## config.mk

```make
export PLATFORM = sky130hd
export DESIGN_NAME = swti_back
export DESIGN_NICKNAME = d
export VERILOG_FILES = /design/src/hw/rtl/swti_pkg.sv /design/src/hw/rtl/swti_ram.sv /design/src/hw/rtl/swti_back.sv
export SDC_FILE = /design/constraint.sdc
export NUM_CORES = 2
export LEC_CHECK = 0
export BUFFER_PORTS_ARGS = -buffer_cell sky130_fd_sc_hd__buf_4
export CAP_MARGIN = 20
export CORE_ASPECT_RATIO = 2
export CORE_MARGIN = 1
export CORE_UTILIZATION = 43
export CTS_BUF_LIST = sky130_fd_sc_hd__clkbuf_4
export CTS_CLUSTER_DIAMETER = 80
export DETAILED_ROUTE_END_ITERATION = 10
export PLACE_DENSITY_LB_ADDON = 0.05
export SETUP_SLACK_MARGIN = 0.1
export SLEW_MARGIN = 25
export SYNTH_ARGS = -nofsm -noshare
export SYNTH_HDL_FRONTEND = slang
export SYNTH_SLANG_ARGS = --single-unit
```

## constraint.sdc

```tcl
create_clock -name i_clk -period 37.1 [get_ports i_clk]
set_input_delay 1.855 -clock i_clk [delete_from_list [all_inputs] [get_ports i_clk]]
set_output_delay 1.855 -clock i_clk [all_outputs]
set_load 0.03 [all_outputs]
```

## src/hw/rtl/swti_pkg.sv

```systemverilog
// ----------------------------------------------------------------------------
// swti_pkg
// types, codes and character helpers shared by the sorted word table blocks
// ----------------------------------------------------------------------------
package swti_pkg;

    localparam int LEN_W = 6;

    localparam logic [7:0] CH_LOW_A = 8'h61;
    localparam logic [7:0] CH_LOW_Z = 8'h7a;
    localparam logic [7:0] CH_UP_A  = 8'h41;
    localparam logic [7:0] CH_UP_Z  = 8'h5a;

    localparam logic [1:0] ST_OK     = 2'd0;
    localparam logic [1:0] ST_FULL   = 2'd1;
    localparam logic [1:0] ST_EMPTY  = 2'd2;
    localparam logic [1:0] ST_BADIDX = 2'd3;

    typedef enum logic [2:0] {
        K_INS    = 3'd0,
        K_READ   = 3'd1,
        K_EMPTY  = 3'd2,
        K_FULL   = 3'd3,
        K_BADIDX = 3'd4
    } t_kind;

    typedef struct packed {
        logic       mode;
        logic [7:0] char_code;
        logic       word_end;
        logic [7:0] read_index;
    } t_in;

    typedef struct packed {
        logic [7:0] letter_out;
        logic       last_of_run;
        logic [7:0] insert_position;
        logic [1:0] status;
    } t_out;

    typedef struct packed {
        t_kind            kind;
        logic [LEN_W-1:0] key_len;
        logic [7:0]       read_index;
    } t_cmd;

    function automatic logic f_is_lower(input logic [7:0] c);
        return (c >= CH_LOW_A) && (c <= CH_LOW_Z);
    endfunction

    function automatic logic f_is_letter(input logic [7:0] c);
        return ((c >= CH_LOW_A) && (c <= CH_LOW_Z)) || ((c >= CH_UP_A) && (c <= CH_UP_Z));
    endfunction

endpackage

```

## src/hw/rtl/swti_ram.sv

```systemverilog
// ----------------------------------------------------------------------------
// swti_ram
// simple dual port ram, one write and one registered read port
// ----------------------------------------------------------------------------
module swti_ram #(
    parameter int WIDTH = 8,
    parameter int DEPTH = 16,
    localparam int AW = $clog2(DEPTH)
) (
    input  logic             i_clk,
    input  logic             i_we,
    input  logic [AW-1:0]    i_waddr,
    input  logic [WIDTH-1:0] i_wdata,
    input  logic             i_re,
    input  logic [AW-1:0]    i_raddr,
    output logic [WIDTH-1:0] o_rdata
);

    logic [WIDTH-1:0] r_mem [DEPTH];
    logic [WIDTH-1:0] r_rdata;

    always_ff @(posedge i_clk) begin
        if (i_we) begin
            r_mem[i_waddr] <= i_wdata;
        end
        if (i_re) begin
            r_rdata <= r_mem[i_raddr];
        end
    end

    assign o_rdata = r_rdata;

endmodule

```

## src/hw/rtl/swti_back.sv

```systemverilog
// ----------------------------------------------------------------------------
// swti_back
// binary search, order table shift and word read out
// ----------------------------------------------------------------------------
module swti_back
    import swti_pkg::*;
#(
    parameter int TABLE_DEPTH = 256,
    parameter int MAX_CHARS   = 48,
    localparam int OAW = $clog2(TABLE_DEPTH),
    localparam int CW  = $clog2(TABLE_DEPTH + 1),
    localparam int CAW = $clog2(TABLE_DEPTH * MAX_CHARS)
) (
    input  logic               i_clk,
    input  logic               i_rst_n,
    input  logic               i_cmd_valid,
    input  t_cmd               i_cmd,
    output logic               o_cmd_pop,
    output logic               o_len_re,
    output logic [OAW-1:0]     o_len_raddr,
    input  logic [2*LEN_W-1:0] i_len_rdata,
    output logic               o_cha_re,
    output logic [CAW-1:0]     o_cha_raddr,
    input  logic [7:0]         i_cha_rdata,
    output logic               o_chb_re,
    output logic [CAW-1:0]     o_chb_raddr,
    input  logic [7:0]         i_chb_rdata,
    output logic               o_out_valid,
    input  logic               i_out_ready,
    output t_out               o_out_data
);

    typedef enum logic [13:0] {
        S_IDLE  = 14'b00000000000001,
        S_PROBE = 14'b00000000000010,
        S_SLOT  = 14'b00000000000100,
        S_KEY   = 14'b00000000001000,
        S_CHR   = 14'b00000000010000,
        S_CHK   = 14'b00000000100000,
        S_SHR   = 14'b00000001000000,
        S_SHW   = 14'b00000010000000,
        R_ORD   = 14'b00000100000000,
        R_SLOT  = 14'b00001000000000,
        R_LEN   = 14'b00010000000000,
        R_CHR   = 14'b00100000000000,
        R_CHK   = 14'b01000000000000,
        S_EMIT  = 14'b10000000000000
    } t_state;

    t_state           r_st, n_st;
    logic [CW-1:0]    r_count, n_count;
    logic [CW-1:0]    r_lo, n_lo, r_hi, n_hi, r_sh, n_sh;
    logic [OAW-1:0]   r_mid, n_mid, r_slot, n_slot;
    logic [CAW-1:0]   r_bnew, n_bnew, r_bold, n_bold;
    logic [LEN_W-1:0] r_ic, n_ic, r_m, n_m, r_kx, n_kx, r_ky, n_ky, r_len, n_len;
    logic [7:0]       r_ridx, n_ridx, r_held, n_held;
    logic             r_have, n_have;
    t_out             r_res, n_res;
    logic             r_ov, n_ov;
    t_out             r_out, n_out;

    logic             ord_we, ord_re;
    logic [OAW-1:0]   ord_waddr, ord_raddr, ord_wdata, ord_rdata;
    logic             out_free;
    logic             less;
    logic             decide;
    logic [CW-1:0]    mid_w;
    logic [LEN_W-1:0] ky_w;

    swti_ram #(.WIDTH(OAW), .DEPTH(TABLE_DEPTH)) u_order (
        .i_clk   (i_clk),
        .i_we    (ord_we),
        .i_waddr (ord_waddr),
        .i_wdata (ord_wdata),
        .i_re    (ord_re),
        .i_raddr (ord_raddr),
        .o_rdata (ord_rdata)
    );

    assign out_free    = !r_ov || i_out_ready;
    assign o_out_valid = r_ov;
    assign o_out_data  = r_out;
    assign mid_w       = r_lo + ((r_hi - r_lo) >> 1);
    assign ky_w        = i_len_rdata[2*LEN_W-1:LEN_W];

    always_comb begin
        n_st    = r_st;
        n_count = r_count;
        n_lo    = r_lo;
        n_hi    = r_hi;
        n_sh    = r_sh;
        n_mid   = r_mid;
        n_slot  = r_slot;
        n_bnew  = r_bnew;
        n_bold  = r_bold;
        n_ic    = r_ic;
        n_m     = r_m;
        n_kx    = r_kx;
        n_ky    = r_ky;
        n_len   = r_len;
        n_ridx  = r_ridx;
        n_held  = r_held;
        n_have  = r_have;
        n_res   = r_res;
        n_ov    = r_ov && !i_out_ready;
        n_out   = r_out;
        o_cmd_pop   = 1'b0;
        o_len_re    = 1'b0;
        o_len_raddr = ord_rdata;
        o_cha_re    = 1'b0;
        o_cha_raddr = r_bnew + CAW'(r_ic);
        o_chb_re    = 1'b0;
        o_chb_raddr = r_bold + CAW'(r_ic);
        ord_we    = 1'b0;
        ord_waddr = OAW'(r_sh);
        ord_wdata = ord_rdata;
        ord_re    = 1'b0;
        ord_raddr = OAW'(mid_w);
        less      = 1'b0;
        decide    = 1'b0;
        case (r_st)
            S_IDLE: begin
                if (i_cmd_valid) begin
                    o_cmd_pop = 1'b1;
                    n_res = '{letter_out: 8'd0, last_of_run: 1'b1,
                              insert_position: 8'd0, status: ST_OK};
                    case (i_cmd.kind)
                        K_INS: begin
                            n_kx = i_cmd.key_len;
                            n_lo = '0;
                            n_hi = r_count;
                            n_st = S_PROBE;
                        end
                        K_READ: begin
                            n_ridx = i_cmd.read_index;
                            n_st   = R_ORD;
                        end
                        K_FULL: begin
                            n_res.status = ST_FULL;
                            n_st = S_EMIT;
                        end
                        K_BADIDX: begin
                            n_res.status = ST_BADIDX;
                            n_st = S_EMIT;
                        end
                        default: begin
                            n_res.status = ST_EMPTY;
                            n_st = S_EMIT;
                        end
                    endcase
                end
            end
            S_PROBE: begin
                if (r_lo < r_hi) begin
                    ord_re = 1'b1;
                    n_mid  = OAW'(mid_w);
                    n_st   = S_SLOT;
                end else begin
                    n_sh = r_count;
                    n_st = S_SHR;
                end
            end
            S_SLOT: begin
                n_slot   = ord_rdata;
                o_len_re = 1'b1;
                n_st     = S_KEY;
            end
            S_KEY: begin
                n_ky   = ky_w;
                n_m    = (ky_w < r_kx) ? ky_w : r_kx;
                n_bold = CAW'(r_slot) * CAW'(MAX_CHARS);
                n_ic   = '0;
                n_st   = S_CHR;
            end
            S_CHR: begin
                if (r_ic < r_m) begin
                    o_cha_re = 1'b1;
                    o_chb_re = 1'b1;
                    n_st     = S_CHK;
                end else begin
                    less   = (r_ky > r_kx);
                    decide = 1'b1;
                end
            end
            S_CHK: begin
                if (i_cha_rdata != i_chb_rdata) begin
                    less   = (i_cha_rdata < i_chb_rdata);
                    decide = 1'b1;
                end else begin
                    n_ic = r_ic + LEN_W'(1);
                    n_st = S_CHR;
                end
            end
            S_SHR: begin
                if (r_sh > r_lo) begin
                    ord_re    = 1'b1;
                    ord_raddr = OAW'(r_sh - CW'(1));
                    n_st      = S_SHW;
                end else begin
                    ord_we    = 1'b1;
                    ord_waddr = OAW'(r_lo);
                    ord_wdata = OAW'(r_count);
                    n_res.insert_position = r_lo[7:0];
                    n_count = r_count + CW'(1);
                    n_bnew  = r_bnew + CAW'(MAX_CHARS);
                    n_st    = S_EMIT;
                end
            end
            S_SHW: begin
                ord_we = 1'b1;
                n_sh   = r_sh - CW'(1);
                n_st   = S_SHR;
            end
            R_ORD: begin
                ord_re    = 1'b1;
                ord_raddr = OAW'(r_ridx);
                n_st      = R_SLOT;
            end
            R_SLOT: begin
                n_slot   = ord_rdata;
                o_len_re = 1'b1;
                n_st     = R_LEN;
            end
            R_LEN: begin
                n_len  = i_len_rdata[LEN_W-1:0];
                n_bold = CAW'(r_slot) * CAW'(MAX_CHARS);
                n_ic   = '0;
                n_have = 1'b0;
                n_st   = R_CHR;
            end
            R_CHR: begin
                o_cha_raddr = r_bold + CAW'(r_ic);
                if (r_ic < r_len) begin
                    o_cha_re = 1'b1;
                    n_st     = R_CHK;
                end else begin
                    if (r_have) begin
                        n_res.letter_out = r_held;
                    end else begin
                        n_res.status = ST_EMPTY;
                    end
                    n_st = S_EMIT;
                end
            end
            R_CHK: begin
                if (!f_is_letter(i_cha_rdata)) begin
                    n_ic = r_ic + LEN_W'(1);
                    n_st = R_CHR;
                end else if (!r_have) begin
                    n_held = i_cha_rdata;
                    n_have = 1'b1;
                    n_ic   = r_ic + LEN_W'(1);
                    n_st   = R_CHR;
                end else if (out_free) begin
                    // previous letter is not the last one
                    n_ov   = 1'b1;
                    n_out  = '{letter_out: r_held, last_of_run: 1'b0,
                              insert_position: 8'd0, status: ST_OK};
                    n_held = i_cha_rdata;
                    n_ic   = r_ic + LEN_W'(1);
                    n_st   = R_CHR;
                end
            end
            S_EMIT: begin
                if (out_free) begin
                    n_ov  = 1'b1;
                    n_out = r_res;
                    n_st  = S_IDLE;
                end
            end
            default: begin
                n_st = S_IDLE;
            end
        endcase
        if (decide) begin
            if (less) begin
                n_hi = CW'(r_mid);
            end else begin
                n_lo = CW'(r_mid) + CW'(1);
            end
            n_st = S_PROBE;
        end
    end

    always_ff @(posedge i_clk) begin
        r_lo   <= n_lo;
        r_hi   <= n_hi;
        r_sh   <= n_sh;
        r_mid  <= n_mid;
        r_slot <= n_slot;
        r_bold <= n_bold;
        r_ic   <= n_ic;
        r_m    <= n_m;
        r_kx   <= n_kx;
        r_ky   <= n_ky;
        r_len  <= n_len;
        r_ridx <= n_ridx;
        r_held <= n_held;
        r_have <= n_have;
        r_res  <= n_res;
        r_out  <= n_out;
    end

    always_ff @(posedge i_clk) begin
        if (!i_rst_n) begin
            r_st    <= S_IDLE;
            r_count <= '0;
            r_bnew  <= '0;
            r_ov    <= 1'b0;
        end else begin
            r_st    <= n_st;
            r_count <= n_count;
            r_bnew  <= n_bnew;
            r_ov    <= n_ov;
        end
    end

`ifndef SYNTHESIS
    a_count_range: assert property (@(posedge i_clk) disable iff (!i_rst_n)
        r_count <= CW'(TABLE_DEPTH))
        else $error("word count beyond table depth");

    a_search_bounds: assert property (@(posedge i_clk) disable iff (!i_rst_n)
        (r_st == S_PROBE) |-> (r_lo <= r_hi) && (r_hi <= r_count))
        else $error("search bounds out of order");

    a_shift_bounds: assert property (@(posedge i_clk) disable iff (!i_rst_n)
        (r_st == S_SHW) |-> (r_sh > r_lo) && (r_sh <= r_count))
        else $error("shift pointer out of range");

    a_insert_count: assert property (@(posedge i_clk) disable iff (!i_rst_n)
        (r_st == S_SHR) && (r_sh <= r_lo) |=> (r_count == $past(r_count) + CW'(1)))
        else $error("placed word not counted");
`endif

endmodule

```

**Word level (Yosys, flattened, before mapping)**

Memory sizes are Yosys's and may differ from the RTL's. A register that Yosys moved wholly into a read port is not among the register bits.
Index checks and enable logic that the tools add are counted.
Widths: inputs -> output; s select.

- Flip-flop bits (word level): 175
- Latch bits: 0
- Memory bits (writable): 2048
- Memory bits (read-only): 0
- Input bits: 49
- Output and inout port bits: 60
- Logic and storage cells: 200
- Memories: 1

- Add/sub/neg operators: 9
- $mul: 1
- Divide/modulo/power cells: 0
- Magnitude comparators: 11
- Eq/ne operators: 37
- Shift-type cells: 0
- Multiplexer cells: 81
- Bitwise operators: 2
- Reductions and logical operators: 32

Memories:

| memory | depth | bits a word | read ports | clocked after Yosys merged registers in | write ports | line | RTL |
|---|---|---|---|---|---|---|---|
| u_order.r_mem | 256 | 8 | 1 | 1 | 1 | swti_ram.sv:19 | `logic [WIDTH-1:0] r_mem [DEPTH];` |

Operators with widths:

| kind | count |
|---|---|
| $pmux 14 s14 | 1 |
| $mux 14 | 10 |
| $mux 9 | 11 |
| $mux 19 | 5 |
| $mux 8 | 10 |
| $pmux 8 s2 | 3 |
| $pmux 19 s2 | 1 |
| $mux 6 | 5 |
| $add 14x6->14 | 2 |
| $pmux 14 s2 | 1 |
| $ne 2x2->1 const B | 12 |
| $mux 1 | 19 |
| $lt 6x6->1 | 3 |
| $pmux 6 s3 | 1 |
| $pmux 9 s2 | 1 |
| $ge 8x7->1 const B | 2 |
| $le 8x7->1 const B | 2 |
| $reduce_and 3->1 | 5 |
| $reduce_and 5->1 | 3 |
| $add 14x6->14 const B | 1 |
| $eq 14x1->1 const B | 1 |
| $eq 14x10->1 const B | 1 |
| $eq 14x11->1 const B | 1 |
| $eq 14x12->1 const B | 1 |
| other kinds (45) | 71 |

**Depth between registers and ports, before layout**

- Depth after elaboration: 7
- Depth in mapped cells: 23
- Gate-level depth less buffers: 22

**Modules after synthesis**

A second synthesis with hierarchy kept.

- Cells, all modules: 4663
- Area total of the unflattened synthesis: 89375.7 um^2

Modules (own cells, without submodules):

| module | times used | cells each | area each (um^2) | seq. area each (um^2) |
|---|---|---|---|---|
| swti_ram | 1 | 3733 | 79636.4 | 61739.2 |
| swti_back | 1 | 930 | 9739.3 | 4614.4 |

**Worst setup path before layout**

OpenSTA, ideal clock, no wires.

- Path type: register to register
- From: register r_lo[1]
- To: memory u_order.r_mem[0][0], data pin
- Setup time: 2189 ps
- Arrival time: 12142 ps
- Path slack: 22769 ps
- Stages on the path, launching flop included: 12
- Buffers on the path: 3
- Clock period less this slack: 14331 ps
- Cell sequence: dfxtp_1 inv_1 ha_1 nor2b_1 o21a_1 o21a_1 nor2_1 o21ai_0 clkbuf_1 clkbuf_1 clkbuf_1 o21ai_0

- Cells in the longest elaborated chain, start to end: 3

RTL lines:

| element | line | RTL |
|---|---|---|
| start, declared | swti_back.sv:52 | `logic [CW-1:0] r_lo, n_lo, r_hi, n_hi, r_sh, n_sh;` |
| start signal, assigned | swti_back.sv:286 | `r_lo <= n_lo;` |
| $gt 9x9->1 | swti_back.sv:195 | `if (r_sh > r_lo) begin` |
| $mux 8 | swti_back.sv:195 |  |
| $mux 8 | swti_back.sv:121 | `case (r_st)` |
| named net ord_wdata[0] | swti_back.sv:63 | `logic [OAW-1:0] ord_waddr, ord_raddr, ord_wdata, ord_rdata;` |
| end, declared | swti_ram.sv:19 |  |

The timed path passes the listed nets, and every way through them passes these cells.

**Worst setup path in the final report**

- From: register r_lo[7]
- To: register u_order.r_rdata[0] (netlist: u_order.o_rdata[0]) (read register of u_order.r_mem), data pin

- Cells in the longest elaborated chain, start to end: 4

RTL lines:

| element | line | RTL |
|---|---|---|
| $sub 9x9->9 | swti_back.sv:83 | `assign mid_w = r_lo + ((r_hi - r_lo) >> 1);` |
| $add 8x8->8 | swti_back.sv:83 |  |
| $mux 8 | swti_back.sv:195 |  |
| $pmux 8 s2 | swti_back.sv:121 |  |
| end, declared | swti_ram.sv:20 | `logic [WIDTH-1:0] r_rdata;` |

Parallel ways exist; a longest one is shown, timed or not.
A chain may end at the register's enable or synchronous reset.

==> impl_metrics.csv <==
group,metric,value,unit
global_route,grt_max_degree,160,
clock_network,cts_tree,"done",
global_route,grt_pass1_vias,61800,
placed_design,gp_congestion,0.921,
sta,slew_violations,0,
setup_path,crit_family,"compound AO/OA/AOI/OAI gates",
cells_and_area,nNetsFinal,7445,
clock_network,clk_latency,1.28,ns
floorplan,io_pins,109,
setup_path,worstSetupStartpointType,"flop",
routing,wl_met1,108,mm
routing,topRoutingLayerUsed,"met5",
clock_network,clockRootBuffer,"clkbuf_4",
routing,wl_met2,177,mm
logic_synthesis,synth_warnings,0,
routing,first_pass_iters,6,
clock_network,clockBufferDepth,4,
cells_and_area,area_delta_synth_final,12.2,%
cells_and_area,finalInstanceArea,102000,µm²
sta,fmax,0.128,GHz
floorplan,initial_core_util,0.432,
min_path,hold_path_class,"flop to flop",
floorplan,rows,238,
routing,post_drt_via_cell_ratio,5.81,
logic_synthesis,netlist_area,90900,µm²
setup_path,critPathMaxStageDelay,0.90,ns
logic_synthesis,ys_async_sr_fraction,0,
cells_and_area,final_cells,10500,
sta,rsz0062_at_grt,"false",
placed_design,post-place-ws,29.32,ns
setup_path,cp_data_required_time,38.17,ns
clock_network,cts_made_buffers,536,
sta,worstMarginPinSlew,1.18,ns
clock_network,cts_hold_buf,0,
setup_path,worstPathCellList,"inv_1 -> ha_1 -> nand4_1 -> o221ai_1 -> inv_1 -> a2111oi_2 -> a21o_4 -> buf_4 -> buf_4 -> buf_12 -> mux2i_1 -> a222oi_1 -> a21oi_1 -> o21ai_0 -> a31oi_1 -> nor4_1",
global_route,grtUsageTotal,0.306,
clock_network,htree_levels,6,
logic_synthesis,ys_types,88,
routing,wl_met3,16.9,mm
sta,fin_crit_sh,0.211,
setup_path,crit_fanout,146,
logic_synthesis,synth_seq_area_share,0.730,
logic_synthesis,synth_top_area_frac,0.718,
setup_path,crit_arrival,8.90,ns
setup_path,critical_path.slowest_cell,"o21ai_0",
outcome,outcome,"complete, no violations",
global_route,overflow,0,
logic_synthesis,synth_area_per_cell,13.2,µm²
logic_synthesis,synth_ff_type,"edfxtp_1",
placed_design,place_area,95100,µm²
logic_synthesis,syn_inst,6905,
logic_synthesis,synth_seq_cells,2227,
routing,totalWireLength,330,mm
logic_synthesis,synth_top_area_cell,"edfxtp_1",
cells_and_area,drive_above_1_share,0.162,
global_route,grt_antenna_before_repair,12,
job,cap_violations,0,
logic_synthesis,synthTopCellsByArea,"edfxtp_1, nand2_1, nand3_1, mux2i_1, nor2_1",
floorplan,dieArea,213000,µm²
global_route,grt_pass1_wl,459,mm
sta,finalHoldViolations,0,
logic_synthesis,synth_fp_nets,7031,
clock_network,cts_setup_buffers,0,
clock_network,cts_sinks,2227,
placed_design,dp_hpwl,215,mm
sta,tns,0,ns
routing,vias,60900,
floorplan,die_y,652,µm
sta,skew,0.0880,ns
sta,finalWorstSetupSlack,29.27,ns
sta,slew_headroom,0.208,
placed_design,dpl.cell_count,9540,
setup_path,critPathBufInv,5,
clock_network,path_clk_slew,0.07,ns
sta,finalCriticalPeriod,7.83,ns
routing,antenna_left,0,
setup_path,critPathKind,"flop to flop",
routing,drt-wirelength-per-cell,31.5,µm
routing,drc,0,
floorplan,core,210000,µm²
routing,first_iter_violations,4896,
clock_network,cts.repair.resized,0,
floorplan,die_x,327,µm
setup_path,critPathCaptureType,"flop",
placed_design,port_buffers,108,
logic_synthesis,synth_edf_count,2175,
sta,setup_viol,0,
-- worst paths after layout --
kind | from | endpoint | slack [ns] | cells after the start
setup reg to reg | r_lo[7]$_DFF_P_ | u_order.o_rdata[0]$_DFFE_PP_ | 29.27 | 16
hold / removal | r_lo[8]$_DFF_P_ | r_lo[8]$_DFF_P_ | 0.48 | 2
setup / recovery | r_lo[7]$_DFF_P_ | u_order.o_rdata[0]$_DFFE_PP_ | 29.27 | 16
hold reg to reg | r_lo[8]$_DFF_P_ | r_lo[8]$_DFF_P_ | 0.48 | 2
-- placed cells by master (no fill, tap or decap), types with 18 or more instances in the layout --
| cell type | instances |
|---|---|
| mux2_2 | 21 |
| a31oi_1 | 118 |
| and3_1 | 35 |
| xnor2_1 | 38 |
| inv_1 | 78 |
| a22oi_1 | 37 |
| o22ai_1 | 31 |
| xor2_1 | 27 |
| a32oi_1 | 135 |
| and2_1 | 37 |
| edfxtp_1 | 2175 |
| nand2_1 | 1733 |
| mux2i_1 | 205 |
| nand3_1 | 586 |
| dfxtp_1 | 52 |
| nand4_1 | 116 |
| o31ai_1 | 18 |
| nor2_1 | 324 |
| nor2_2 | 37 |
| clkbuf_4 | 774 |
| nor3_1 | 26 |
| buf_4 | 273 |
| clkinv_1 | 99 |
| ha_1 | 72 |
| o21ai_0 | 84 |
| a21oi_1 | 192 |
-- logic make-up after synthesis --
family / after synthesis / share of synthesized area
and+or+nand+nor: 3016 / 0.142
DFF: 2227 / 0.730
xor gates and xnor gates: 65 / 0.00626
muxes: 234 / 0.0264
buffers and inverters: 492 / 0.0250
adders and majority gates: 77 / 0.0110
AOI/OAI and AO/OA: 794 / 0.0597
-- registers in the layout, summed over array words and instances (netlist names) --
name             cells
r_count              9
r_m                  6
r_have               1
u_order.o_rdata      8
r_sh                 9
o_out_valid          1
r_ic                 6
r_kx                 6
r_res               18
r_ridx               8
r_bold              10
o_out_data          19
u_order.r_mem     2048
r_ky                 6
r_len                6
r_st                14
r_bnew              10
r_lo                 9
r_held               8
r_hi                 9
r_slot               8
r_mid                8
-- synth_stat cells (7+ instances only) --
master / number
a211oi_1: 19
a21boi_0: 12
a21o_1: 15
a21oi_1: 193
a222oi_1: 14
a22oi_1: 37
a311oi_1: 12
a31oi_1: 121
a32o_1: 13
a32oi_1: 136
and2_1: 37
and3_1: 35
buf_1: 37
buf_2: 209
buf_4: 24
buf_6: 10
clkbuf_1: 133
dfxtp_1: 52
edfxtp_1: 2175
ha_1: 72
inv_1: 78
mux2_2: 23
mux2i_1: 209
nand2_1: 1750
nand2b_1: 15
nand3_1: 586
nand3b_1: 10
nand4_1: 116
nor2_1: 361
nor2b_1: 12
nor3_1: 33
nor4_1: 20
o21ai_0: 89
o22ai_1: 31
o31ai_1: 22
o32ai_1: 7
or4_1: 8
xnor2_1: 38
xor2_1: 27
-- metrics by stage --
| stage | utilization | hold WS, ns |
|---|---|---|
| 2_1_floorplan | - | 0.433 |
| 3_3_place_gp | 0.452 | 0.472 |
| 3_5_place_dp | 0.452 | 0.474 |
| 4_1_cts | 0.485 | 0.486 |
| 5_1_grt | 0.485 | 0.496 |
| 6_report | 0.485 | 0.485 |
-- layer usage --
layer | global-route usage | vias up
met4 | 0.236 | 6
li1 | - | 26700
met1 | 0.309 | 30800
met2 | 0.565 | 2475
met5 | 0 | -
met3 | 0.0410 | 871
-- final cells by class --
type / instances / area, µm²
antenna: 14 / 35.0
clock buffer: 774 / 5810
clock inverter: 142 / 1000
fill: 18900 / 108000
inverter: 79 / 297
multi-input combinational: 4186 / 22800
sequential: 2227 / 66400
tap: 2760 / 3450
timing repair buffer: 289 / 2300
-- tightest hold or removal path, delay by kind of cell, from the launching register on --
| kind | cells | cell delay, ns |
|---|---|---|
| AO/OA/AOI/OAI | 1 | 0.07 |
| flip-flops | 1 | 0.31 |
| AND/OR/NAND/NOR | 1 | 0.06 |
Power is left out: the tool's default activity adds up to more than one toggle a clock period on the data nets, which glitch-free logic cannot reach.
